==> src/gsps_pkg.sv <==
package gsps_pkg;

    localparam int MAX_SCAN_LIMIT = 16;
    localparam int AGE_BITS       = MAX_SCAN_LIMIT + 7;
    localparam int WIN_LEN        = 5;
    localparam int SIG_LEN        = WIN_LEN + 1;
    localparam int SL_W           = $clog2(MAX_SCAN_LIMIT + 1);
    localparam int OUT_DEPTH      = SIG_LEN + 1;
    localparam int QC_W           = $clog2(OUT_DEPTH + 1);
    localparam int EI_W           = $clog2(SIG_LEN);
    localparam int NE_W           = $clog2(SIG_LEN + 1);
    localparam int FILL_W         = $clog2(WIN_LEN + 1);

    localparam int CFG_IDX_W  = 3;
    localparam int CFG_DATA_W = 48;

    localparam logic [CFG_IDX_W-1:0] REG_START_SIG_A = 3'd0;
    localparam logic [CFG_IDX_W-1:0] REG_START_SIG_B = 3'd1;
    localparam logic [CFG_IDX_W-1:0] REG_START_SIG_C = 3'd2;
    localparam logic [CFG_IDX_W-1:0] REG_END_SIG_A   = 3'd3;
    localparam logic [CFG_IDX_W-1:0] REG_END_SIG_B   = 3'd4;
    localparam logic [CFG_IDX_W-1:0] REG_REPL_A      = 3'd5;
    localparam logic [CFG_IDX_W-1:0] REG_REPL_B      = 3'd6;
    localparam logic [CFG_IDX_W-1:0] REG_SCAN_LIMIT  = 3'd7;

    localparam logic [23:0] RST_START_SIG_A = 24'h488B12;
    localparam logic [23:0] RST_START_SIG_B = 24'h488D0D;
    localparam logic [23:0] RST_START_SIG_C = 24'h488BD0;
    localparam logic [47:0] RST_END_SIG_A   = 48'h85C00F94C3E8;
    localparam logic [47:0] RST_END_SIG_B   = 48'h85C00F94C188;
    localparam logic [47:0] RST_REPL_A      = 48'h31C00F94C3E8;
    localparam logic [47:0] RST_REPL_B      = 48'h31C00F94C188;
    localparam logic [4:0]  RST_SCAN_LIMIT  = 5'd14;

    typedef struct packed {
        logic [7:0]  out_byte;
        logic        replaced;
        logic [15:0] match_count;
        logic        out_last;
    } t_out_item;

endpackage

==> src/gsps_in_if.sv <==
interface gsps_in_if;
    logic       valid;
    logic       ready;
    logic [7:0] data_byte;
    logic       last;

    modport source (output valid, output data_byte, output last, input ready);
    modport sink   (input valid, input data_byte, input last, output ready);
endinterface

==> src/gsps_out_if.sv <==
interface gsps_out_if;
    logic        valid;
    logic        ready;
    logic [7:0]  out_byte;
    logic        replaced;
    logic [15:0] match_count;
    logic        out_last;

    modport source (output valid, output out_byte, output replaced, output match_count,
                    output out_last, input ready);
    modport sink   (input valid, input out_byte, input replaced, input match_count,
                    input out_last, output ready);
endinterface

==> src/gsps_cfg_if.sv <==
interface gsps_cfg_if import gsps_pkg::*; ();
    logic                  valid;
    logic                  ready;
    logic [CFG_IDX_W-1:0]  index;
    logic [CFG_DATA_W-1:0] data;

    modport source (output valid, output index, output data, input ready);
    modport sink   (input valid, input index, input data, output ready);
endinterface

==> src/gapped_signature_patch_scanner_top.sv <==
// Channel  Dir  Payload                                        Transaction when
// i_in     in   data_byte[7:0], last                           valid & ready
// o_out    out  out_byte[7:0], replaced, match_count[15:0],    valid & ready
//               out_last
// i_cfg    in   index[2:0], data[47:0]                         valid & ready (ready tied high)
//
// One input byte per cycle. Scanning, start/end matching and claim selection are
// done in the cycle of the input transaction; results land in a 7-entry output queue.
// A normal byte yields at most one result; a byte flagged last yields up to six.
// i_in.ready is high while the queue holds at most one entry, so a flush stalls
// the input until the queue drains at the output rate.
// Synchronous active-low reset restores register defaults and clears the stream state,
// the queue and the match counter.
module gapped_signature_patch_scanner_top import gsps_pkg::*; (
    input  logic         i_clk,
    input  logic         i_rst_n,
    gsps_in_if.sink      i_in,
    gsps_cfg_if.sink     i_cfg,
    gsps_out_if.source   o_out
);

    // configuration registers
    logic [23:0] r_start_sig_a, r_start_sig_b, r_start_sig_c;
    logic [47:0] r_end_sig_a, r_end_sig_b, r_repl_a, r_repl_b;
    logic [4:0]  r_scan_limit;

    // stream state
    logic [7:0]          r_win [WIN_LEN];
    logic [FILL_W-1:0]   r_fill;
    logic [WIN_LEN-1:0]  r_marks;
    logic [AGE_BITS-1:0] r_pend;
    logic [15:0]         r_count;
    logic [15:0]         r_raw_hist;
    logic [1:0]          r_raw_seen;

    // output queue, head at entry 0
    t_out_item       r_q [OUT_DEPTH];
    logic [QC_W-1:0] r_q_cnt;

    t_out_item       n_q [OUT_DEPTH];
    logic [QC_W-1:0] n_q_cnt;
    logic [AGE_BITS-1:0] n_pend;
    logic [15:0]         n_count;

    logic                l_acc, l_pop, l_full, l_start, l_hit_a, l_hit_b, l_patch, l_found;
    logic [SL_W-1:0]     l_sl;
    logic [23:0]         l_sig;
    logic [47:0]         l_v, l_rep;
    logic [7:0]          l_u  [SIG_LEN];
    logic                l_um [SIG_LEN];
    logic [AGE_BITS-1:0] l_mask, l_cover, l_pend_sh, l_cand, l_oldest;
    logic [NE_W-1:0]     l_n_emit;
    t_out_item           l_e [SIG_LEN];
    logic [QC_W-1:0]     l_base, l_off;

    assign i_cfg.ready = 1'b1;
    assign i_in.ready  = (r_q_cnt <= QC_W'(OUT_DEPTH - SIG_LEN));
    assign l_acc       = i_in.valid && i_in.ready;

    assign o_out.valid       = (r_q_cnt != '0);
    assign o_out.out_byte    = r_q[0].out_byte;
    assign o_out.replaced    = r_q[0].replaced;
    assign o_out.match_count = r_q[0].match_count;
    assign o_out.out_last    = r_q[0].out_last;
    assign l_pop             = o_out.valid && o_out.ready;

    // scan and patch for the byte on the input channel
    always_comb begin
        l_sl = (int'(r_scan_limit) > MAX_SCAN_LIMIT) ? SL_W'(MAX_SCAN_LIMIT)
                                                     : SL_W'(r_scan_limit);
        l_full = (r_fill == FILL_W'(WIN_LEN));

        // window plus incoming byte; slots past the fill are don't-care
        for (int i = 0; i < WIN_LEN; i++) begin
            l_u[i]  = (FILL_W'(i) < r_fill) ? r_win[i] : i_in.data_byte;
            l_um[i] = (FILL_W'(i) < r_fill) && r_marks[i];
        end
        l_u[SIG_LEN-1]  = i_in.data_byte;
        l_um[SIG_LEN-1] = 1'b0;

        // start detection on raw bytes
        l_sig   = {r_raw_hist, i_in.data_byte};
        l_start = (r_raw_seen == 2'd2) &&
                  (l_sig == r_start_sig_a || l_sig == r_start_sig_b ||
                   l_sig == r_start_sig_c);

        for (int i = 0; i < AGE_BITS; i++) begin
            l_mask[i]  = (i < 7 + int'(l_sl));
            l_cover[i] = (i >= 6) && (i <= 6 + int'(l_sl));
        end
        l_pend_sh = ({r_pend[AGE_BITS-2:0], 1'b0} & l_mask) | AGE_BITS'(l_start);

        l_v = '0;
        for (int i = 0; i < SIG_LEN; i++) begin
            l_v = {l_v[39:0], l_u[i]};
        end
        l_hit_a = l_full && (l_v == r_end_sig_a);
        l_hit_b = l_full && !l_hit_a && (l_v == r_end_sig_b);
        l_rep   = l_hit_a ? r_repl_a : r_repl_b;

        // oldest pending start in reach claims the match
        l_cand  = l_pend_sh & l_cover;
        l_patch = (l_hit_a || l_hit_b) && (l_cand != '0);
        l_found = 1'b0;
        for (int a = AGE_BITS - 1; a >= 0; a--) begin
            l_oldest[a] = l_cand[a] && !l_found;
            l_found     = l_found || l_cand[a];
        end
        n_pend = l_patch ? (l_pend_sh & ~l_oldest) : l_pend_sh;

        if (l_patch) begin
            for (int i = 0; i < SIG_LEN; i++) begin
                l_u[i]  = l_rep[8*(SIG_LEN-1-i) +: 8];
                l_um[i] = 1'b1;
            end
        end
        n_count = (l_patch && r_count != 16'hFFFF) ? r_count + 16'd1 : r_count;

        if (l_full) begin
            l_n_emit = i_in.last ? NE_W'(SIG_LEN) : NE_W'(1);
        end else begin
            l_n_emit = i_in.last ? NE_W'(r_fill) + NE_W'(1) : '0;
        end
        for (int k = 0; k < SIG_LEN; k++) begin
            l_e[k].out_byte    = l_u[k];
            l_e[k].replaced    = l_um[k];
            l_e[k].match_count = n_count;
            l_e[k].out_last    = i_in.last && (NE_W'(k + 1) == l_n_emit);
        end
    end

    // queue: pop from the head, append the new results behind what stays
    always_comb begin
        for (int j = 0; j < OUT_DEPTH - 1; j++) begin
            n_q[j] = l_pop ? r_q[j+1] : r_q[j];
        end
        n_q[OUT_DEPTH-1] = r_q[OUT_DEPTH-1];
        l_base = r_q_cnt - QC_W'(l_pop);
        l_off  = '0;
        if (l_acc) begin
            for (int j = 0; j < OUT_DEPTH; j++) begin
                l_off = QC_W'(j) - l_base;
                if (QC_W'(j) >= l_base && l_off < QC_W'(l_n_emit)) begin
                    n_q[j] = l_e[EI_W'(l_off)];
                end
            end
        end
        n_q_cnt = l_base + (l_acc ? QC_W'(l_n_emit) : '0);
    end

    always_ff @(posedge i_clk) begin
        r_q <= n_q;
        if (l_acc && !i_in.last) begin
            for (int i = 0; i < WIN_LEN; i++) begin
                r_win[i] <= l_full ? l_u[i+1] : l_u[i];
            end
        end
    end

    always_ff @(posedge i_clk) begin
        if (!i_rst_n) begin
            r_start_sig_a <= RST_START_SIG_A;
            r_start_sig_b <= RST_START_SIG_B;
            r_start_sig_c <= RST_START_SIG_C;
            r_end_sig_a   <= RST_END_SIG_A;
            r_end_sig_b   <= RST_END_SIG_B;
            r_repl_a      <= RST_REPL_A;
            r_repl_b      <= RST_REPL_B;
            r_scan_limit  <= RST_SCAN_LIMIT;
            r_fill        <= '0;
            r_marks       <= '0;
            r_pend        <= '0;
            r_count       <= '0;
            r_raw_hist    <= '0;
            r_raw_seen    <= '0;
            r_q_cnt       <= '0;
        end else begin
            r_q_cnt <= n_q_cnt;
            if (i_cfg.valid) begin
                case (i_cfg.index)
                    REG_START_SIG_A: r_start_sig_a <= i_cfg.data[23:0];
                    REG_START_SIG_B: r_start_sig_b <= i_cfg.data[23:0];
                    REG_START_SIG_C: r_start_sig_c <= i_cfg.data[23:0];
                    REG_END_SIG_A:   r_end_sig_a   <= i_cfg.data;
                    REG_END_SIG_B:   r_end_sig_b   <= i_cfg.data;
                    REG_REPL_A:      r_repl_a      <= i_cfg.data;
                    REG_REPL_B:      r_repl_b      <= i_cfg.data;
                    REG_SCAN_LIMIT:  r_scan_limit  <= i_cfg.data[4:0];
                    default: ;
                endcase
            end
            if (l_acc) begin
                r_count <= n_count;
                if (i_in.last) begin
                    // end of image: next byte starts afresh
                    r_fill     <= '0;
                    r_marks    <= '0;
                    r_pend     <= '0;
                    r_raw_hist <= '0;
                    r_raw_seen <= '0;
                end else begin
                    r_pend     <= n_pend;
                    r_raw_hist <= {r_raw_hist[7:0], i_in.data_byte};
                    if (r_raw_seen != 2'd2) begin
                        r_raw_seen <= r_raw_seen + 2'd1;
                    end
                    if (!l_full) begin
                        r_fill <= r_fill + FILL_W'(1);
                    end
                    for (int i = 0; i < WIN_LEN; i++) begin
                        r_marks[i] <= l_full ? l_um[i+1] : l_um[i];
                    end
                end
            end
        end
    end

endmodule
==> src/flat_wrapper.sv <==
// flat-port wrapper written by rule: the top's interface ports become plain ports
module gapped_signature_patch_scanner_top_flat import gsps_pkg::*;
  (i_clk, i_rst_n, i_in_valid, i_in_data_byte, i_in_last, i_in_ready, i_cfg_valid, i_cfg_index, i_cfg_data, i_cfg_ready, o_out_valid, o_out_out_byte, o_out_replaced, o_out_match_count, o_out_out_last, o_out_ready);
  gsps_in_if i_in_i ();
  gsps_cfg_if i_cfg_i ();
  gsps_out_if o_out_i ();
  input  logic i_clk;
  input  logic i_rst_n;
  input wire logic [$bits(i_in_i.valid)-1:0] i_in_valid;
  input wire logic [$bits(i_in_i.data_byte)-1:0] i_in_data_byte;
  input wire logic [$bits(i_in_i.last)-1:0] i_in_last;
  output wire logic [$bits(i_in_i.ready)-1:0] i_in_ready;
  input wire logic [$bits(i_cfg_i.valid)-1:0] i_cfg_valid;
  input wire logic [$bits(i_cfg_i.index)-1:0] i_cfg_index;
  input wire logic [$bits(i_cfg_i.data)-1:0] i_cfg_data;
  output wire logic [$bits(i_cfg_i.ready)-1:0] i_cfg_ready;
  output wire logic [$bits(o_out_i.valid)-1:0] o_out_valid;
  output wire logic [$bits(o_out_i.out_byte)-1:0] o_out_out_byte;
  output wire logic [$bits(o_out_i.replaced)-1:0] o_out_replaced;
  output wire logic [$bits(o_out_i.match_count)-1:0] o_out_match_count;
  output wire logic [$bits(o_out_i.out_last)-1:0] o_out_out_last;
  input wire logic [$bits(o_out_i.ready)-1:0] o_out_ready;
  assign i_in_i.valid = i_in_valid;
  assign i_in_i.data_byte = i_in_data_byte;
  assign i_in_i.last = i_in_last;
  assign i_in_ready = i_in_i.ready;
  assign i_cfg_i.valid = i_cfg_valid;
  assign i_cfg_i.index = i_cfg_index;
  assign i_cfg_i.data = i_cfg_data;
  assign i_cfg_ready = i_cfg_i.ready;
  assign o_out_valid = o_out_i.valid;
  assign o_out_out_byte = o_out_i.out_byte;
  assign o_out_replaced = o_out_i.replaced;
  assign o_out_match_count = o_out_i.match_count;
  assign o_out_out_last = o_out_i.out_last;
  assign o_out_i.ready = o_out_ready;
  gapped_signature_patch_scanner_top u_core (.i_clk(i_clk), .i_rst_n(i_rst_n), .i_in(i_in_i), .i_cfg(i_cfg_i), .o_out(o_out_i));
endmodule
==> config.mk <==
export PLATFORM = sky130hd
export DESIGN_NAME = gapped_signature_patch_scanner_top_flat
export DESIGN_NICKNAME = d
export VERILOG_FILES = /design/src/gsps_pkg.sv /design/src/gsps_in_if.sv /design/src/gsps_out_if.sv /design/src/gsps_cfg_if.sv /design/src/gapped_signature_patch_scanner_top.sv /design/src/flat_wrapper.sv
export SDC_FILE = /design/constraint.sdc
export NUM_CORES = 2
export LEC_CHECK = 0
export ABC_AREA = 1
export CORE_MARGIN = 2
export CORE_UTILIZATION = 31
export CTS_CLUSTER_SIZE = 20
export DETAILED_ROUTE_END_ITERATION = 8
export DONT_BUFFER_PORTS = 1
export GPL_TIMING_DRIVEN = 0
export REMOVE_ABC_BUFFERS = 1
export SETUP_SLACK_MARGIN = 0.05
export SLEW_MARGIN = 20
export SYNTH_ARGS = -nofsm -noshare
export SYNTH_HDL_FRONTEND = slang
export SYNTH_SLANG_ARGS = --single-unit
export TNS_END_PERCENT = 20
==> constraint.sdc <==
create_clock -name i_clk -period 19.08 [get_ports i_clk]
set_input_delay 1.908 -clock i_clk [delete_from_list [all_inputs] [get_ports i_clk]]
set_output_delay 1.908 -clock i_clk [all_outputs]
set_load 0.05 [all_outputs]
Word level (Yosys, flattened, before mapping):

Memories as Yosys holds them, arrays and structs flattened.
Cells that the tools add are included.

* $add $sub $neg: 14
* $lt $le $gt $ge: 68
* equality and inequality tests: 23
* multiplexer cells: 69
* bitwise operators: 12
* reduce and logical (&&, ||, !) cells: 112

Operators by type and width (number)
* $mux 26: 27
* $bmux 26 s3: 7
* $le 5x32->1 const A: 8
* $lt 5x32->1 const A: 8
* $le 6x32->1 const A: 7
* $lt 6x32->1 const A: 7
* $mux 182: 1
* $lt 4x32->1 const A: 4
* $eq 48x48->1: 2
* $mux 48: 2
* $mux 8: 10
* $eq 24x24->1: 3
* $le 4x32->1 const A: 2
* $lt 3x32->1 const A: 2
* $logic_and 1x1->1: 49
* $and 23x23->23: 2
* $mux 22: 2
* $lt 1x32->1 const A: 1
* $lt 2x32->1 const A: 1
* $mux 16: 2
* $ge 4x4->1 const B: 7
* $not 3->4: 7
* $logic_not 1->1: 24
* $logic_or 1x1->1: 24
* other kinds (40): 89

* register bits: 518
* bits in writable memories: 40
* memories kept: 1

Memory list
* u_core.r_win: words 5, width 8, rd ports 5, clocked after memory_dff 0, wr ports 5, line gapped_signature_patch_scanner_top.sv:28 `logic [7:0] r_win [WIN_LEN];`

Depth between registers and ports, before layout:

* depth in word-level cells: 34
* mapped depth: 25
* mapped depth without buffers: 23

Worst setup path after synthesis:

No wires, ideal clock.

* kind: input to register
* start: in o_out_ready
* end: reg u_core.r_q[0] in the netlist's numbering (enable)
* library setup time: 449 ps
* arrival: 7198 ps
* required time: 18631 ps
* setup slack: 11433 ps
* stages: 16
* cells stage by stage: nand2_1 inv_1 clkbuf_1 clkbuf_1 ha_1 ha_1 clkbuf_1 inv_1 clkbuf_1 clkbuf_1 ha_1 xnor2_1 inv_1 clkbuf_1 ha_1 a211oi_1

* longest elaborated chain between the ends: 6
* elaborated cells between the ends (all ways): 7
* those cells by class: add/sub (2); order compare (2); reduce/logical (3)

RTL lines
* start: declaration: line flat_wrapper.sv:22 `input wire logic [$bits(o_out_i.ready)-1:0] o_out_ready;`
* $logic_and 1x1->1 *: line gapped_signature_patch_scanner_top.sv:65 `assign l_pop = o_out.valid && o_out.ready;`
* $sub 3x1->3 *: line gapped_signature_patch_scanner_top.sv:138 `l_base = r_q_cnt - QC_W'(l_pop);`
* $sub 3x3->3: line gapped_signature_patch_scanner_top.sv:142 `l_off = QC_W'(j) - l_base;`
* $lt 3x3->1: line gapped_signature_patch_scanner_top.sv:143 `if (QC_W'(j) >= l_base && l_off < QC_W'(l_n_emit)) begin`
* $logic_and 1x1->1 *: line gapped_signature_patch_scanner_top.sv:143
* $reduce_and 2->1 (no source line) *
* end signal: assignment: line gapped_signature_patch_scanner_top.sv:152 `r_q <= n_q;`
* end: declaration: line gapped_signature_patch_scanner_top.sv:37 `t_out_item r_q [OUT_DEPTH];`

Every way passes the cells marked *; elsewhere a longest branch is shown, timed or not.
A chain may end at the register's enable or synchronous reset.

==> summary.md <==
| Metric | Value |
|---|---|
| Status | completed |
| Num CTS Buffers | 61 |
| RSZ-0062 raised after global routing | false |
| Post-CTS Setup Bufs | 0 |
| Warnings, synthesis | 0 |
| CTS root buf | clkbuf_16 |
| Total Power | 5.55 mW |
| Fin Clk Skew | 0.0814 ns |
| Top FF cell, synth | dfxtp_1 |
| Setup violators final | 0 |
| P&R area growth vs syn | 10.6% |
| Top post-synthesis cells by area | dfxtp_1 33%, nand2_1 17%, nor2_1 7.8% |
| Max-cap viol count | 0 |
| Post-synthesis cell count | 4548 |
| Count leader, synth | nand2_1 |
| Final hold slack | 0.448 ns |
| Routed length per instance | 19.3 um |
| PnR worst setup slack | 9.62 ns |
| Global-route usage over all layers | 21.6% |
| Gp weighted congestion | 0.970 |
| Crit Path Max Fanout | 115 |
| Max clock buf depth | 3 |
| Post-synth EDFFs | 66 |
| Post-layout instance area | 0.0333 sq mm |
| Placed cells | 5573 |
| Fin crit period | 9.46 ns |
| Number of global-route vias before repair | 27600 |
| Unique masters post-synth | 50 |
| Avg Vias per Cell | 5.24 |
| Post-CTS sizing | 0 |
| Leakage | 15.2 nW |
| Nets@finish | 4460 |
| Slew @ Worst Pin | 1.15 ns |
| Post-Syn Area | 0.0301 sq mm |
| CTS Sinks | 558 |
| Top post-synthesis cells by count | 1331 x nand2_1, 626 x nor2_1, 492 x dfxtp_1, 424 x nand3_1, 296 x a21oi_1 |
| Total global routing overflow | 0 |
| Area post-placement | 0.0313 sq mm |
| Die X | 316 um |
| Pre-CTS WS | 9.34 ns |
| Antenna violations before repair | 0 |
| Core Rows | 114 |
| Setup TNS | 0 ns |
| CTS H-tree depth | 2 |
| Final ANT Viol Nets | 0 |
| Synth area leader | dfxtp_1 |
| WP data arrival | 10.03 ns |
| Pin count of the biggest net entering global routing | 271 |
| Drt first pass iters | 6 |
| Clock Latency Late Sink | 0.70 ns |
| Cell Pwr Density | 167 mW/mm^2 |
| Routed WL | 110 mm |
| Diode count | 0 |
| Final core occ | 34.5% |
| Post-route clock period utilization | 49.6% |
| Hold Path Class | reg2reg |
| CP Launch Type | flop |
| CP Class | reg2reg |
| DPL Wire Length | 73.7 mm |
| Share of the yosys chip area belonging to registers | 39.3% |
| Synth top area share | 32.7% |
| First DRT Iteration DRCs | 3477 |
| Hold Buf Count CTS | 0 |
| Slew headroom | 23.1% |
| Endpoints failing hold | 0 |
| First-pass GRT wire length | 168 mm |
| Critical Path RT | 19.65 ns |
| #FFs+latches synth | 558 |
| Die area | 0.0996 sq mm |
| Share of layout cells above drive strength 1 | 4.62% |
| Syn_area_per_cell | 6.62 sq um |
| Initial core utilization | 31.2% |
| PortBufs | 0 |
| Die Span Y | 316 um |
| Filler instances | 10400 |
| CTS tree | done |
| Layout Cells excl Fill | 5688 |
| Max Slew Vio Count | 0 |
| DRC Markers | 0 |
| CP Capture Type | flop |
| IO Pins | 94 |
| Total core area | 0.0964 sq mm |
| Post-synth ARST share | 0% |
| Clk slew on worst S/H paths | 0.07 ns |
| DR vias | 29800 |
| Max Clock Freq | 0.106 GHz |
| VDD IR max | 185 uV |
final timing paths:
| path | start | to | slack, ns | depth (start not counted) |
|---|---|---|---|---|
| setup / recovery | u_core.r_q_cnt[2] | u_core.r_q[62] | 9.62 | 19 |
| setup reg to reg | u_core.r_q_cnt[2] | u_core.r_q[62] | 9.62 | 19 |
| hold reg to reg | u_core.r_q[26] | u_core.r_q[52] | 0.45 | 2 |
| hold / removal | u_core.r_q[26] | u_core.r_q[52] | 0.45 | 2 |
power by group:
part	switching (mW)	total [mW]	internal [mW]
sequential	0.224	1.69	1.47
clock	0.538	1.21	0.671
combinational	1.87	2.65	0.777
total	2.63	5.55	2.91
cell type report:
cell class	count	area, sq um	area share [%]
multi-input cells	3449	16200	48.8
flip-flops and latches	558	11800	35.6
clock buffers	93	1770	5.31
well taps	1276	1600	4.80
inverters	254	975	2.93
repair buffers	36	618	1.86
clock inverters	22	248	0.744
metal layers:
metal  share of wire (%)  GRT usage, %
met1                  43          28.6
met5                   0             0
met2                  45          34.8
met3                 7.9          3.70
met4                 4.2          8.72
kinds of logic (layout without fill, tap and decap cells):
family | count (synthesis) | count (layout) | synth area share, %
buf+inv | 541 | 405 | 7.27
xor+xnor | 81 | 81 | 2.36
flops | 558 | 558 | 39.3
fa+ha+maj | 35 | 35 | 1.48
compound gates | 762 | 762 | 14.2
simple gates | 2570 | 2570 | 35.4
other cells | 1 | 1 | 0.0125
sequential cells by signal, indices dropped and copies added, names as in the netlist:
register                  cells
u_core.o_out.match_count     16
u_core.o_out.out_byte         8
u_core.o_out.out_last         1
u_core.o_out.replaced         1
u_core.r_count               16
u_core.r_end_sig_a           48
u_core.r_end_sig_b           48
u_core.r_fill                 3
u_core.r_marks                5
u_core.r_pend                22
u_core.r_q                  156
u_core.r_q_cnt                3
u_core.r_raw_hist            16
u_core.r_raw_seen             2
u_core.r_repl_a              48
u_core.r_repl_b              48
u_core.r_scan_limit           5
u_core.r_start_sig_a         24
u_core.r_start_sig_b         24
u_core.r_start_sig_c         24
u_core.r_win                 40
worst max-delay path, cell delays in order, from the launching register on:
cell and delay [ns]:
dfxtp_1 0.32, nor2_2 0.62, nand2_1 0.64, nand2_4 0.54
buf_16 0.31, inv_8 0.17, buf_16 0.28, ha_4 0.27
ha_2 0.92, inv_2 0.53, ha_1 1.04, inv_1 0.63
ha_1 0.47, inv_1 0.04, o21bai_1 0.20, nand2_1 0.07
nand2_1 0.47, clkinv_1 1.09, a21oi_1 0.42, a21o_1 0.11
cell usage in the layout, fill, tap and decap left out, types with 8 or more instances in the layout:
master and n:
buf_16 8, clkinv_2 13, nor4_1 22, clkbuf_16 62, nand2_1 1328, a21oi_1 290
clkbuf_1 21, a31oi_1 29, nor2_2 11, dfxtp_1 491, and2_1 10, o21ai_0 247
nor2_1 616, nand4_1 49, nor2_4 8, nand3b_1 17, a21o_1 94, nand2_2 10
nor3_1 51, ha_1 32, inv_1 233, clkbuf_8 10, inv_2 10, o211ai_1 39
nor3b_1 9, o21ai_1 27, xnor2_1 19, edfxtp_1 66, nand3_1 424, xor2_1 61
buf_12 12
(Power assumes the default switching activity.)
